## src/rtl/core/cvsd_pkg.sv

```systemverilog
// Shared types, constants and control structure of the CVSD codec core.
// No dependencies; used by every module of the core.
`timescale 1ns / 1ps
`default_nettype none

package cvsd_pkg;

  // Algorithm constants
  localparam int unsigned RUN_LENGTH = 4;
  localparam int unsigned FRAC_BITS  = 15;
  localparam int unsigned FULL_SCALE = 32767;
  localparam logic        BIT_ONE    = 1'b1;

  // Field and state widths
  localparam int unsigned SAMPLE_W = 16;
  localparam int unsigned STEP_W   = 16;
  localparam int unsigned INTEG_W  = 32;
  localparam int unsigned RATE_W   = 15;
  localparam int unsigned SLOPE_W  = 8;
  localparam int unsigned CFG_W    = 15;
  localparam int unsigned CFG_IDX_W = 3;
  localparam int unsigned TDATA_W  = 24;

  // Shared multiplier widths: A is signed and wide, B is a zero-extended rate
  localparam int unsigned MUL_A_W = INTEG_W + 2;
  localparam int unsigned MUL_B_W = RATE_W + 1;
  localparam int unsigned PROD_W  = MUL_A_W + MUL_B_W;

  // Configuration register indexes
  localparam logic [CFG_IDX_W-1:0] REG_MODE       = 3'd0;
  localparam logic [CFG_IDX_W-1:0] REG_SYL_RISE   = 3'd1;
  localparam logic [CFG_IDX_W-1:0] REG_SYL_DECAY  = 3'd2;
  localparam logic [CFG_IDX_W-1:0] REG_INT_GAIN   = 3'd3;
  localparam logic [CFG_IDX_W-1:0] REG_INT_DECAY  = 3'd4;
  localparam logic [CFG_IDX_W-1:0] REG_STEP_FLOOR = 3'd5;
  localparam logic [CFG_IDX_W-1:0] REG_SLOPE_GAIN = 3'd6;

  // Configuration reset values
  localparam logic                RST_MODE       = 1'b0;
  localparam logic [RATE_W-1:0]   RST_SYL_RISE   = 15'd1024;
  localparam logic [RATE_W-1:0]   RST_SYL_DECAY  = 15'd64;
  localparam logic [RATE_W-1:0]   RST_INT_GAIN   = 15'd4096;
  localparam logic [RATE_W-1:0]   RST_INT_DECAY  = 15'd32;
  localparam logic [RATE_W-1:0]   RST_STEP_FLOOR = 15'd64;
  localparam logic [SLOPE_W-1:0]  RST_SLOPE_GAIN = 8'd1;

  // Codec modes
  localparam logic MODE_ENCODE = 1'b0;
  localparam logic MODE_DECODE = 1'b1;

  typedef enum logic [3:0] {
    ST_IDLE,
    ST_MUL_STEP,
    ST_UPD_STEP,
    ST_MUL_TGT,
    ST_UPD_TGT,
    ST_MUL_GAIN,
    ST_UPD_GAIN,
    ST_MUL_DECAY,
    ST_UPD_DECAY,
    ST_OUT
  } cvsd_state_e;

  typedef enum logic [1:0] {
    OP_STEP,
    OP_TGT,
    OP_GAIN,
    OP_DECAY
  } cvsd_opsel_e;

  typedef struct packed {
    logic        in_ready;
    logic        mul_en;
    cvsd_opsel_e op_sel;
    logic        upd_step;
    logic        upd_tgt;
    logic        upd_gain;
    logic        upd_decay;
    logic        out_load;
  } cvsd_ctrl_t;

endpackage

`default_nettype wire

```

## src/rtl/core/cvsd_mul.sv

```systemverilog
// Shared signed multiplier with a registered product.
// Depends on cvsd_pkg for operand widths.
`timescale 1ns / 1ps
`default_nettype none

module cvsd_mul (
  input  wire logic                                clk_i,
  input  wire logic                                en_i,
  input  wire logic signed [cvsd_pkg::MUL_A_W-1:0] a_i,
  input  wire logic signed [cvsd_pkg::MUL_B_W-1:0] b_i,
  output logic signed [cvsd_pkg::PROD_W-1:0]       prod_o
);

  logic signed [cvsd_pkg::PROD_W-1:0] prod_q;

  always_ff @(posedge clk_i) begin
    if (en_i) begin
      prod_q <= cvsd_pkg::PROD_W'(a_i) * cvsd_pkg::PROD_W'(b_i);
    end
  end

  assign prod_o = prod_q;

endmodule

`default_nettype wire

```

## src/rtl/core/cvsd_ctrl.sv

```systemverilog
// Sequencer of the CVSD core: steps one item through four multiply/update pairs.
// Depends on cvsd_pkg for the state enum and control structure.
`timescale 1ns / 1ps
`default_nettype none

module cvsd_ctrl (
  input  wire logic              clk_i,
  input  wire logic              rst_ni,
  input  wire logic              in_valid_i,
  input  wire logic              out_free_i,
  output cvsd_pkg::cvsd_ctrl_t   ctrl_o
);

  cvsd_pkg::cvsd_state_e state_q, state_d;

  always_ff @(posedge clk_i or negedge rst_ni) begin
    if (!rst_ni) begin
      state_q <= cvsd_pkg::ST_IDLE;
    end else begin
      state_q <= state_d;
    end
  end

  always_comb begin
    state_d          = state_q;
    ctrl_o           = '0;
    ctrl_o.op_sel    = cvsd_pkg::OP_STEP;
    case (state_q)
      cvsd_pkg::ST_IDLE: begin
        ctrl_o.in_ready = 1'b1;
        if (in_valid_i) begin
          state_d = cvsd_pkg::ST_MUL_STEP;
        end
      end
      cvsd_pkg::ST_MUL_STEP: begin
        ctrl_o.mul_en = 1'b1;
        ctrl_o.op_sel = cvsd_pkg::OP_STEP;
        state_d       = cvsd_pkg::ST_UPD_STEP;
      end
      cvsd_pkg::ST_UPD_STEP: begin
        ctrl_o.upd_step = 1'b1;
        state_d         = cvsd_pkg::ST_MUL_TGT;
      end
      cvsd_pkg::ST_MUL_TGT: begin
        ctrl_o.mul_en = 1'b1;
        ctrl_o.op_sel = cvsd_pkg::OP_TGT;
        state_d       = cvsd_pkg::ST_UPD_TGT;
      end
      cvsd_pkg::ST_UPD_TGT: begin
        ctrl_o.upd_tgt = 1'b1;
        state_d        = cvsd_pkg::ST_MUL_GAIN;
      end
      cvsd_pkg::ST_MUL_GAIN: begin
        ctrl_o.mul_en = 1'b1;
        ctrl_o.op_sel = cvsd_pkg::OP_GAIN;
        state_d       = cvsd_pkg::ST_UPD_GAIN;
      end
      cvsd_pkg::ST_UPD_GAIN: begin
        ctrl_o.upd_gain = 1'b1;
        state_d         = cvsd_pkg::ST_MUL_DECAY;
      end
      cvsd_pkg::ST_MUL_DECAY: begin
        ctrl_o.mul_en = 1'b1;
        ctrl_o.op_sel = cvsd_pkg::OP_DECAY;
        state_d       = cvsd_pkg::ST_UPD_DECAY;
      end
      cvsd_pkg::ST_UPD_DECAY: begin
        ctrl_o.upd_decay = 1'b1;
        state_d          = cvsd_pkg::ST_OUT;
      end
      cvsd_pkg::ST_OUT: begin
        if (out_free_i) begin
          ctrl_o.out_load = 1'b1;
          state_d         = cvsd_pkg::ST_IDLE;
        end
      end
      default: begin
        state_d = cvsd_pkg::ST_IDLE;
      end
    endcase
  end

endmodule

`default_nettype wire

```

## src/rtl/core/cvsd_codec_core.sv

```systemverilog
// CVSD codec core: one item at a time, from input transfer to result valid.
// An item passes through four dependent fixed-point multiplies sharing one registered
// multiplier, each followed by an update step, and then waits for the output register
// to be free. A new input is taken while a result waits in the output register.
// Reset (rst_ni low, asynchronous) restores the config defaults, clears the run history
// and integrator, and loads the step level with the default step floor.
`timescale 1ns / 1ps
`default_nettype none

module cvsd_codec_core (
  input  wire logic                               clk_i,
  input  wire logic                               rst_ni,
  // Input stream. tdata: [15:0] sample_in (signed), [16] bit_in, [23:17] zero.
  input  wire logic                               s_axis_tvalid,
  output logic                                    s_axis_tready,
  input  wire logic [cvsd_pkg::TDATA_W-1:0]       s_axis_tdata,
  // Result stream. tdata: [0] bit_out, [16:1] sample_out (signed), [23:17] zero.
  output logic                                    m_axis_tvalid,
  input  wire logic                               m_axis_tready,
  output logic [cvsd_pkg::TDATA_W-1:0]            m_axis_tdata,
  // Configuration write port
  input  wire logic                               cfg_we_i,
  input  wire logic [cvsd_pkg::CFG_IDX_W-1:0]     cfg_idx_i,
  input  wire logic [cvsd_pkg::CFG_W-1:0]         cfg_wdata_i
);

  localparam int unsigned SW  = cvsd_pkg::STEP_W;
  localparam int unsigned IW  = cvsd_pkg::INTEG_W;
  localparam int unsigned AW  = cvsd_pkg::MUL_A_W;
  localparam int unsigned BW  = cvsd_pkg::MUL_B_W;
  localparam int unsigned PW  = cvsd_pkg::PROD_W;
  localparam int unsigned RL  = cvsd_pkg::RUN_LENGTH;
  // Step update works in a signed word that holds the step plus a scaled delta.
  localparam int unsigned SSW = SW + 4;
  // Integrator updates work in a signed word with headroom above 32 bits.
  localparam int unsigned ISW = IW + 3;
  // Width of the integer target magnitude, step times slope gain.
  localparam int unsigned TGW = SW + cvsd_pkg::SLOPE_W;

  // ---------------------------------------------------------------------------
  // Configuration registers. The user writes them only with the core idle; unenforced.
  // ---------------------------------------------------------------------------
  logic                              mode_q;
  logic [cvsd_pkg::RATE_W-1:0]       syl_rise_q;
  logic [cvsd_pkg::RATE_W-1:0]       syl_decay_q;
  logic [cvsd_pkg::RATE_W-1:0]       int_gain_q;
  logic [cvsd_pkg::RATE_W-1:0]       int_decay_q;
  logic [cvsd_pkg::RATE_W-1:0]       step_floor_q;
  logic [cvsd_pkg::SLOPE_W-1:0]      slope_gain_q;

  always_ff @(posedge clk_i or negedge rst_ni) begin
    if (!rst_ni) begin
      mode_q       <= cvsd_pkg::RST_MODE;
      syl_rise_q   <= cvsd_pkg::RST_SYL_RISE;
      syl_decay_q  <= cvsd_pkg::RST_SYL_DECAY;
      int_gain_q   <= cvsd_pkg::RST_INT_GAIN;
      int_decay_q  <= cvsd_pkg::RST_INT_DECAY;
      step_floor_q <= cvsd_pkg::RST_STEP_FLOOR;
      slope_gain_q <= cvsd_pkg::RST_SLOPE_GAIN;
    end else if (cfg_we_i) begin
      case (cfg_idx_i)
        cvsd_pkg::REG_MODE:       mode_q       <= cfg_wdata_i[0];
        cvsd_pkg::REG_SYL_RISE:   syl_rise_q   <= cfg_wdata_i;
        cvsd_pkg::REG_SYL_DECAY:  syl_decay_q  <= cfg_wdata_i;
        cvsd_pkg::REG_INT_GAIN:   int_gain_q   <= cfg_wdata_i;
        cvsd_pkg::REG_INT_DECAY:  int_decay_q  <= cfg_wdata_i;
        cvsd_pkg::REG_STEP_FLOOR: step_floor_q <= cfg_wdata_i;
        cvsd_pkg::REG_SLOPE_GAIN: slope_gain_q <= cfg_wdata_i[cvsd_pkg::SLOPE_W-1:0];
        default: ;
      endcase
    end
  end

  // ---------------------------------------------------------------------------
  // Sequencer and shared multiplier
  // ---------------------------------------------------------------------------
  cvsd_pkg::cvsd_ctrl_t ctrl;
  logic                 out_free;
  logic                 in_fire;
  logic                 m_valid_q;

  assign out_free = !m_valid_q || m_axis_tready;

  cvsd_ctrl u_ctrl (
    .clk_i      (clk_i),
    .rst_ni     (rst_ni),
    .in_valid_i (s_axis_tvalid),
    .out_free_i (out_free),
    .ctrl_o     (ctrl)
  );

  assign s_axis_tready = ctrl.in_ready;
  assign in_fire       = s_axis_tvalid && ctrl.in_ready;

  logic signed [AW-1:0] mul_a;
  logic signed [BW-1:0] mul_b;
  logic signed [PW-1:0] prod;

  cvsd_mul u_mul (
    .clk_i  (clk_i),
    .en_i   (ctrl.mul_en),
    .a_i    (mul_a),
    .b_i    (mul_b),
    .prod_o (prod)
  );

  // ---------------------------------------------------------------------------
  // Algorithm state
  // ---------------------------------------------------------------------------
  logic [RL-1:0]        run_q;
  logic [SW-1:0]        step_q;
  logic signed [IW-1:0] integ_q;
  logic                 bit_q;
  logic signed [AW-1:0] diff_q;

  // Comparator bit in encode mode; the received bit in decode mode.
  logic signed [IW-1:0] sample_ext;
  logic                 bit_new;
  logic                 is_run;

  assign sample_ext = IW'(signed'(s_axis_tdata[cvsd_pkg::SAMPLE_W-1:0]));
  assign bit_new    = (mode_q == cvsd_pkg::MODE_ENCODE) ? (sample_ext > integ_q)
                                                        : s_axis_tdata[cvsd_pkg::SAMPLE_W];
  // A run of equal bits in the history raises the step level.
  assign is_run     = (run_q == '0) || (run_q == '1);

  // Operand selection for the shared multiplier.
  always_comb begin
    mul_a = '0;
    mul_b = '0;
    case (ctrl.op_sel)
      cvsd_pkg::OP_STEP: begin
        if (is_run) begin
          mul_a = AW'(cvsd_pkg::FULL_SCALE) - AW'(step_q);
          mul_b = BW'(syl_rise_q);
        end else begin
          mul_a = AW'(step_q) - AW'(step_floor_q);
          mul_b = BW'(syl_decay_q);
        end
      end
      cvsd_pkg::OP_TGT: begin
        mul_a = AW'(step_q);
        mul_b = BW'(slope_gain_q);
      end
      cvsd_pkg::OP_GAIN: begin
        mul_a = diff_q;
        mul_b = BW'(int_gain_q);
      end
      cvsd_pkg::OP_DECAY: begin
        mul_a = AW'(integ_q);
        mul_b = BW'(int_decay_q);
      end
      default: ;
    endcase
  end

  // Floor-scaled product; the multiplier output is already signed.
  logic signed [PW-1:0]  prod_sh;
  logic signed [SSW-1:0] step_sum;
  logic [SW-1:0]         step_sat;
  logic [TGW-1:0]        tgt_mag;
  logic signed [AW-1:0]  tgt_signed;
  logic signed [ISW-1:0] gain_sum;
  logic signed [ISW-1:0] decay_sum;
  logic signed [IW-1:0]  gain_sat;
  logic signed [IW-1:0]  decay_sat;

  assign prod_sh = prod >>> cvsd_pkg::FRAC_BITS;

  // Step level: a run adds the scaled rise, otherwise the scaled decay is taken
  // off; the result is then held within 0..65535.
  assign step_sum = is_run ? SSW'(step_q) + prod_sh[SSW-1:0]
                           : SSW'(step_q) - prod_sh[SSW-1:0];
  always_comb begin
    if (step_sum < 0) begin
      step_sat = '0;
    end else if (step_sum > signed'(SSW'({SW{1'b1}}))) begin
      step_sat = '1;
    end else begin
      step_sat = step_sum[SW-1:0];
    end
  end

  // Target is plus or minus step times slope; its difference to the integrator
  // feeds the gain multiply.
  assign tgt_mag    = prod[TGW-1:0];
  assign tgt_signed = bit_q ? AW'(tgt_mag) : -AW'(tgt_mag);

  function automatic logic signed [IW-1:0] sat_integ(input logic signed [ISW-1:0] x);
    logic signed [ISW-1:0] hi;
    logic signed [ISW-1:0] lo;
    hi = ISW'({1'b0, {(IW-1){1'b1}}});
    lo = -hi - ISW'(1);
    if (x > hi) begin
      sat_integ = hi[IW-1:0];
    end else if (x < lo) begin
      sat_integ = lo[IW-1:0];
    end else begin
      sat_integ = x[IW-1:0];
    end
  endfunction

  assign gain_sum  = ISW'(integ_q) + prod_sh[ISW-1:0];
  assign decay_sum = ISW'(integ_q) - prod_sh[ISW-1:0];
  assign gain_sat  = sat_integ(gain_sum);
  assign decay_sat = sat_integ(decay_sum);

  always_ff @(posedge clk_i or negedge rst_ni) begin
    if (!rst_ni) begin
      run_q   <= '0;
      step_q  <= SW'(cvsd_pkg::RST_STEP_FLOOR);
      integ_q <= '0;
    end else begin
      if (in_fire) begin
        run_q <= {run_q[RL-2:0], bit_new};
      end
      if (ctrl.upd_step) begin
        step_q <= step_sat;
      end
      if (ctrl.upd_gain) begin
        integ_q <= gain_sat;
      end else if (ctrl.upd_decay) begin
        integ_q <= decay_sat;
      end
    end
  end

  // Per-item working registers; no reset needed.
  always_ff @(posedge clk_i) begin
    if (in_fire) begin
      bit_q <= bit_new;
    end
    if (ctrl.upd_tgt) begin
      diff_q <= tgt_signed - AW'(integ_q);
    end
  end

  // ---------------------------------------------------------------------------
  // Output register: the clamped integrator and the bit used this item.
  // ---------------------------------------------------------------------------
  logic signed [cvsd_pkg::SAMPLE_W-1:0] clamp_val;
  logic signed [cvsd_pkg::SAMPLE_W-1:0] m_sample_q;
  logic                                 m_bit_q;

  always_comb begin
    if (integ_q > IW'(32'sd32767)) begin
      clamp_val = 16'sh7FFF;
    end else if (integ_q < -IW'(32'sd32768)) begin
      clamp_val = 16'sh8000;
    end else begin
      clamp_val = integ_q[cvsd_pkg::SAMPLE_W-1:0];
    end
  end

  always_ff @(posedge clk_i or negedge rst_ni) begin
    if (!rst_ni) begin
      m_valid_q <= 1'b0;
    end else if (ctrl.out_load) begin
      m_valid_q <= 1'b1;
    end else if (m_axis_tready) begin
      m_valid_q <= 1'b0;
    end
  end

  always_ff @(posedge clk_i) begin
    if (ctrl.out_load) begin
      m_sample_q <= clamp_val;
      m_bit_q    <= bit_q;
    end
  end

  assign m_axis_tvalid = m_valid_q;
  assign m_axis_tdata  = {{(cvsd_pkg::TDATA_W - cvsd_pkg::SAMPLE_W - 1){1'b0}},
                          m_sample_q, m_bit_q};

  // ---------------------------------------------------------------------------
  // Assertions
  // ---------------------------------------------------------------------------
  // The core works on one item at a time: no second transfer right after one.
  a_one_item: assert property (@(posedge clk_i) disable iff (!rst_ni)
    in_fire |=> !s_axis_tready)
    else $error("input taken while an item is in progress");

  // A result never overwrites one that has not been transferred.
  a_no_overwrite: assert property (@(posedge clk_i) disable iff (!rst_ni)
    ctrl.out_load |-> (!m_valid_q || m_axis_tready))
    else $error("result register overwritten");

  // At most one update strobe is active at a time.
  a_one_update: assert property (@(posedge clk_i) disable iff (!rst_ni)
    $onehot0({ctrl.upd_step, ctrl.upd_tgt, ctrl.upd_gain, ctrl.upd_decay, ctrl.out_load}))
    else $error("conflicting update strobes");

  // A multiply never coincides with an input transfer or a result load.
  a_mul_busy: assert property (@(posedge clk_i) disable iff (!rst_ni)
    ctrl.mul_en |-> !ctrl.in_ready && !ctrl.out_load)
    else $error("multiplier used outside the item sequence");

endmodule

`default_nettype wire

```

## config.mk

```make
export PLATFORM = sky130hd
export DESIGN_NAME = cvsd_codec_core
export DESIGN_NICKNAME = d
export VERILOG_FILES = /design/src/rtl/core/cvsd_pkg.sv /design/src/rtl/core/cvsd_mul.sv /design/src/rtl/core/cvsd_ctrl.sv /design/src/rtl/core/cvsd_codec_core.sv
export SDC_FILE = /design/constraint.sdc
export NUM_CORES = 2
export LEC_CHECK = 0
export ABC_CLOCK_PERIOD_IN_PS = 10700
export CORE_MARGIN = 2
export CORE_UTILIZATION = 45
export DETAILED_ROUTE_END_ITERATION = 10
export DONT_BUFFER_PORTS = 1
export GPL_TIMING_DRIVEN = 1
export MAX_ROUTING_LAYER = met4
export PLACE_DENSITY = 0.57
export SETUP_SLACK_MARGIN = 0.15
export SLEW_MARGIN = 20
export SYNTH_ARGS = -nofsm -noshare
export SYNTH_HDL_FRONTEND = slang
export SYNTH_SLANG_ARGS = --single-unit
```

## constraint.sdc

```tcl
create_clock -name clk_i -period 10.7 [get_ports clk_i]
set_input_delay 0.535 -clock clk_i [delete_from_list [all_inputs] [get_ports clk_i]]
set_output_delay 0.535 -clock clk_i [all_outputs]
set_load 0.005 [all_outputs]
```

# Yosys cells after proc, flatten, opt, wreduce, memory -nomap -nowiden
# Index checks and enable logic that the tools add are counted.
# op_classes
add_sub_neg,8
n_mul,1
order_cmp,9
n_eq_ne,21
muxes,29
reduce_logical,18
# ops
op,count
$mux W32,6
$pmux W34 S4,1
$gt A35 B32 Y1 const B,2
$lt A35 B32 Y1 const B,2
$mux W34,2
$pmux W16 S4,1
$mul A34 B16 Y50,1
$mux W16,3
$pmux W4 S10,1
$add A35 B35 Y35,1
$sub A35 B35 Y35,1
$neg A24 Y34,1
$sub A34 B32 Y34,1
$gt A16 B32 Y1,1
$gt A32 B16 Y1 const B,1
$lt A32 B16 Y1 const B,1
$add A16 B20 Y20,1
$gt A20 B17 Y1 const B,1
$lt A20 B1 Y1 const B,1
$mux W20,1
$sub A16 B20 Y20,1
$sub A15 B16 Y17 const A,1
$sub A16 B15 Y17,1
$eq A4 B3 Y1 const B,4
other kinds (21),49
# totals
reg_bits,243
in_bits,47
out_inout_bits,26
elab_cells,103

# Logic depth before layout (Yosys ltp)
# logic_depth
ltp_word,6
mapped_depth,39
ltp_nobuf,36

# Cells and area by module
# From an unflattened synthesis, not the netlist that was laid out.
# hier_totals
cells_unflattened,4194
area_unflattened_um2,38196.6
# modules_own_cells
mod,instances,cells_each,area_per_inst_um2,seq_area_each_um2
cvsd_mul,1,2222,20472.1,1501.4
cvsd_codec_core,1,1940,17439.2,4998.5
cvsd_ctrl,1,32,285.3,100.1

# Least setup slack after synthesis
# OpenSTA, ideal clock, no wires.
# synth_path
kind,register to register
from,reg u_ctrl.state_q[3]
to,"reg u_mul.prod_q, in the netlist u_mul.prod_o[48] (data pin)"
t_arrival_ns,9.372
required_ns,10.438
slack_ns,1.067
path_stages_with_launch,33
n_path_buf,5
synth_period_minus_slack_ns,9.633
path_cell_list,dfrtp_1 -> buf_2 -> nand2b_1 -> buf_2 -> clkinv_1 -> o21ai_1 -> buf_4 -> a221oi_1 -> a31oi_1 -> inv_1 -> nor3_1 -> buf_2 -> nand2_1 -> fa_1 -> inv_1 -> fa_1 -> fa_1 -> fa_1 -> fa_1 -> inv_1 -> fa_1 -> inv_1 -> ha_1 -> clkbuf_1 -> and3_1 -> a221o_1 -> a21oi_1 -> o21bai_1 -> o311a_1 -> o21a_1 -> a31o_2 -> a211oi_1 -> xnor2_1
# synth_between
elab_chain_len,5
# synth_lines
element,line,rtl
from (decl),cvsd_ctrl.sv:14,"cvsd_pkg::cvsd_state_e state_q, state_d;"
from (signal assigned),cvsd_ctrl.sv:18,state_q <= cvsd_pkg::ST_IDLE;
from (signal assigned),cvsd_ctrl.sv:20,state_q <= state_d;
"$eq A4 B3 Y1, or another cell as far along",cvsd_ctrl.sv:28,case (state_q)
$pmux W3 S4 (*),cvsd_ctrl.sv:28,
"$eq A2 B2 Y1, or another cell as far along",cvsd_codec_core.sv:131,case (ctrl.op_sel)
$pmux W34 S4 / $pmux W16 S4 (equally long branches),cvsd_codec_core.sv:131,
$mul A34 B16 Y50 (*),cvsd_mul.sv:18,prod_q <= cvsd_pkg::PROD_W'(a_i) * cvsd_pkg::PROD_W'(b_i);
to (signal assigned),cvsd_mul.sv:18,
to (decl),cvsd_mul.sv:14,logic signed [cvsd_pkg::PROD_W-1:0] prod_q;
# Every way passes the cells marked *; elsewhere a longest branch is shown, timed or not. The select of a mux whose other input is x is not followed.
# A chain may end at the register's enable or synchronous reset.

# Worst setup path in the final report
# layout_path
from,reg step_q[0]
to,"reg u_mul.prod_q, in the netlist u_mul.prod_o[49] (data pin)"
# layout_between
elab_chain_len,4
# layout_lines
element,line,rtl
from (decl),cvsd_codec_core.sv:111,logic [SW-1:0] step_q;
from (signal assigned),cvsd_codec_core.sv:211,step_q <= SW'(cvsd_pkg::RST_STEP_FLOOR);
from (signal assigned),cvsd_codec_core.sv:218,step_q <= step_sat;
$sub A16 B15 Y17 / $sub A15 B16 Y17 (equally long branches),"cvsd_codec_core.sv:137, cvsd_codec_core.sv:134",
$mux W34,cvsd_codec_core.sv:133,if (is_run) begin
$pmux W34 S4 (*),cvsd_codec_core.sv:131,
$mul A34 B16 Y50 (*),cvsd_mul.sv:18,
# Every way passes the cells marked *; elsewhere a longest branch is shown, timed or not.

==> impl_results.md <==
* Result of the run: finished clean
* Buffer levels on the longest clock path at 3
* Final Skew at 0.0562 ns
* Number of input and output port buffers inserted at 0
* Highest cell delay on the worst timing path at 0.58 ns
* Vias in the first global route at 30.4k
* Crit. End Element: register
* Buffer cell driving the clock tree root: sky130_fd_sc_hd__clkbuf_16
* Number of antenna violations at the first check in global routing at 1
* Share of the cycle needed by the critical path after routing at 93.0%
* Number of buffers inserted during clock tree synthesis at 28
* Chip Height at 292 microns
* Via Count at 30.1k
* Post-synthesis cell type count at 104
* Register area share after synthesis at 17.7%
* WL final at 115 mm
* Endpoint of the worst hold path: syl_rise_q[4]$_DFFE_PN0P_
* Post-CTS Setup Repair Bufs at 0
* Worst relative slew slack at 20.6%
* Cell row count at 105
* Number of nets at the end of the flow at 4970
* Register-to-register path setup slack at 0.75 ns
* Antenna-violating nets left at 0
* Clock Latency Late Sink at 0.61 ns
* DR DRC count at 0
* H-tree level count at 1
* Critical path origin: step_q[0]$_DFFE_PN0P_
* Global-route wire length before repair at 181 mm
* GRT Resource Usage Total at 28.1%
* Worst hold path cell count at 1
* Yosys warns at 0
* Setup-violating endpoint count in the final report at 0
* Mean post-synth cell area at 8.87 sq um
* Crit path kind: reg -> reg
* GPL Wtd Cong at 0.971
* X dimension of the die at 292 microns
* Clock tree from TritonCTS: done
* Avg Vias per Cell at 5.74
* Share of synthesized flip-flops with an asynchronous set or reset at 58.0%
* Hold Vio Cnt, Final at 0
* TNS Setup at 0 ns
* CP startpoint kind: register
* Post-Syn Area at 37300 sq um
* Final core utilization at 48.4%
* Arr. time, crit path at 10.24 ns
* Number of max-cap violations at 0
* Antenna diode instance count at 0
* First-pass iteration count of the detailed router at 5
* Portion of synthesized cell area occupied by the leading cell type at 26.0%
* Overflow after GRT at 0
* Pin count of the biggest net entering global routing at 142
* Endpoint of the worst-slack reg-to-reg timing path: u_mul.prod_o[49]$_DFFE_PN_
* Flip-flop and latch count after synthesis at 243
* Hold Path Origin: cfg_wdata_i[4]
* Post-route minimum period at 9.95 ns
* Initial Utilization at 45.4%
* Post-route non-filler standard cell count at 5243
* Transition at the pin with the smallest max-transition slack at 1.19 ns
* Total Die Area at 85200 sq um
* Worst r2r path cells at 36
* Clock sink total at 243
* Area Overhead vs Synth at 6.49%
* Layout cells sized above 1 at 8.48%
* Detailed Place HPWL at 93.0 mm
* Worst min path class: in -> reg
* Slowest library cell on the worst path: sky130_fd_sc_hd__or3_1
* Core Area at 82100 sq um
* Required time reported for the critical path endpoint at 10.99 ns
* Cell count after synthesis at 4203
* Leading register cell type out of synthesis: sky130_fd_sc_hd__dfrtp_1
* Drt first-iter violations at 2291
* Main area contributors after synthesis: sky130_fd_sc_hd__fa_1 26%, sky130_fd_sc_hd__ha_1 9.6%, sky130_fd_sc_hd__dfrtp_1 9.0%
* Setup repair after global routing missed its margin: no
* Number of top-level pins at 73
* Placed cell count at 5189
* DR WL/cell at 21.9 microns
* Number of enable-type register cells in the synthesized netlist at 102
* RR Startpoint: step_q[0]$_DFFE_PN0P_
* Clock transition time at the flip-flop clock pins of the worst setup and hold paths at 0.07 ns
* Upper clock frequency limit at 100 MHz
* Count of final max-slew check failures at 0
* Critical Path Fanout Max at 12
* Cell accounting for the most synthesized area: sky130_fd_sc_hd__fa_1
* Cell seen most often among critical-path stages: sky130_fd_sc_hd__fa_1
==> how the worst max path moves through the flow <==
stage / slack [ns] / endpoint / depth (start not counted)
after CTS: 0.58 / u_mul.prod_o[49]$_DFFE_PN_ / 36
after global placement: 0.75 / u_mul.prod_o[49]$_DFFE_PN_ / 36
after detailed placement: 0.69 / u_mul.prod_o[49]$_DFFE_PN_ / 36
after global routing: 0.23 / u_mul.prod_o[49]$_DFFE_PN_ / 36
after floorplan: 1.07 / u_mul.prod_o[48]$_DFFE_PN_ / 32
final: 0.75 / u_mul.prod_o[49]$_DFFE_PN_ / 36
==> placed cells by master (no fill, tap or decap), types with 18 or more instances in the layout <==
cell and count:
sky130_fd_sc_hd__nand2_1 390, sky130_fd_sc_hd__nor2b_1 39, sky130_fd_sc_hd__and3_1 20, sky130_fd_sc_hd__nor3_1 64, sky130_fd_sc_hd__or2_2 19, sky130_fd_sc_hd__nand2b_1 53, sky130_fd_sc_hd__dfrtp_1 134, sky130_fd_sc_hd__ha_1 286
sky130_fd_sc_hd__edfxtp_1 102, sky130_fd_sc_hd__clkbuf_16 29, sky130_fd_sc_hd__and2_1 18, sky130_fd_sc_hd__mux2_2 90, sky130_fd_sc_hd__xor2_1 43, sky130_fd_sc_hd__or3_1 26, sky130_fd_sc_hd__a21oi_1 240, sky130_fd_sc_hd__a21o_1 67
sky130_fd_sc_hd__nand4_1 27, sky130_fd_sc_hd__o21ai_0 111, sky130_fd_sc_hd__a211oi_1 38, sky130_fd_sc_hd__o211ai_1 20, sky130_fd_sc_hd__o21a_1 40, sky130_fd_sc_hd__buf_4 101, sky130_fd_sc_hd__xnor2_1 152, sky130_fd_sc_hd__nand3_1 58
sky130_fd_sc_hd__o21bai_1 24, sky130_fd_sc_hd__fa_1 485, sky130_fd_sc_hd__a221oi_1 28, sky130_fd_sc_hd__nor4_1 26, sky130_fd_sc_hd__nor2_1 410, sky130_fd_sc_hd__inv_1 668, sky130_fd_sc_hd__o31ai_1 21, sky130_fd_sc_hd__a31oi_1 20
==> cell type report <==
class	count	area (sq um)
well taps	1070	1340
multi-input cells	3099	27400
repair buffers	104	803
fillers	7969	42400
clock inverters	14	196
flip-flops and latches	243	6600
inverters	676	2540
clock buffers	37	810
==> Yosys cell counts, drive strengths merged, types with 40 or more instances <==
cell    instances
buf            78
mux2           90
nand2b         53
dfrtp         134
nand2         391
clkbuf        113
inv           672
ha            286
o21a           40
a21oi         253
xnor2         153
o21ai         128
a21o           67
nand3          58
fa            485
nor3           75
edfxtp        102
nor2          413
a211oi         53
xor2           43
==> state kept, by name, indices dropped and copies added, names as in the netlist, 8 cells and up <==
signal and flops:
u_mul.prod_o 50, diff_q 34, integ_q 32, m_sample_q 16, step_q 16, int_decay_q 15
int_gain_q 15, step_floor_q 15, syl_decay_q 15, syl_rise_q 15, slope_gain_q 8
==> routing by layer <==
| metal | vias up | wire length [microns] | GRT usage (%) |
|---|---|---|---|
| li1 | 13839 | - | - |
| met1 | 15187 | 53300 | 40.0 |
| met2 | 962 | 50800 | 42.9 |
| met3 | 117 | 7890 | 3.33 |
| met4 | 0 | 2850 | 6.59 |
| met5 | - | 0 | - |
==> through the flow <==
stage	cell area, sq um	hold WS (ns)	worst slack, ns
floorplan	37300	0.239	1.07
global route	39700	0.0562	0.225
finish	39700	0.0772	0.747
detailed placement	38600	0.246	0.693
global placement	38600	0.243	0.753
CTS	39700	0.0492	0.581
==> critical path: cells and delay by family (launching register included) <==
kind	cells	cell delay, ns
AOI/OAI and AO/OA	16	3.49
xor gates and xnor gates	1	0.12
adders and majority gates	9	4.05
buffers and inverters	7	0.76
DFF	1	0.42
and+or+nand+nor	3	0.79
==> cells by family after synthesis <==
family / Yosys count / share of synthesized area [%]
compound gates: 830 / 15.5
xor+xnor: 196 / 4.62
flops: 243 / 17.7
fa+ha+maj: 771 / 35.6
mux: 94 / 2.83
buf+inv: 867 / 9.13
other cells: 1 / 0.0101
simple gates: 1201 / 14.6
==> repair_timing <==
action | in CTS | in global routing
hold buffers | 2 | 0
setup endpoints to repair | 0 | 3
gates resized for setup | 0 | 3
hold endpoints to repair | 141 | 0
Power is left out: the tool's default activity adds up to more than one toggle a clock period on the data nets, which glitch-free logic cannot reach.
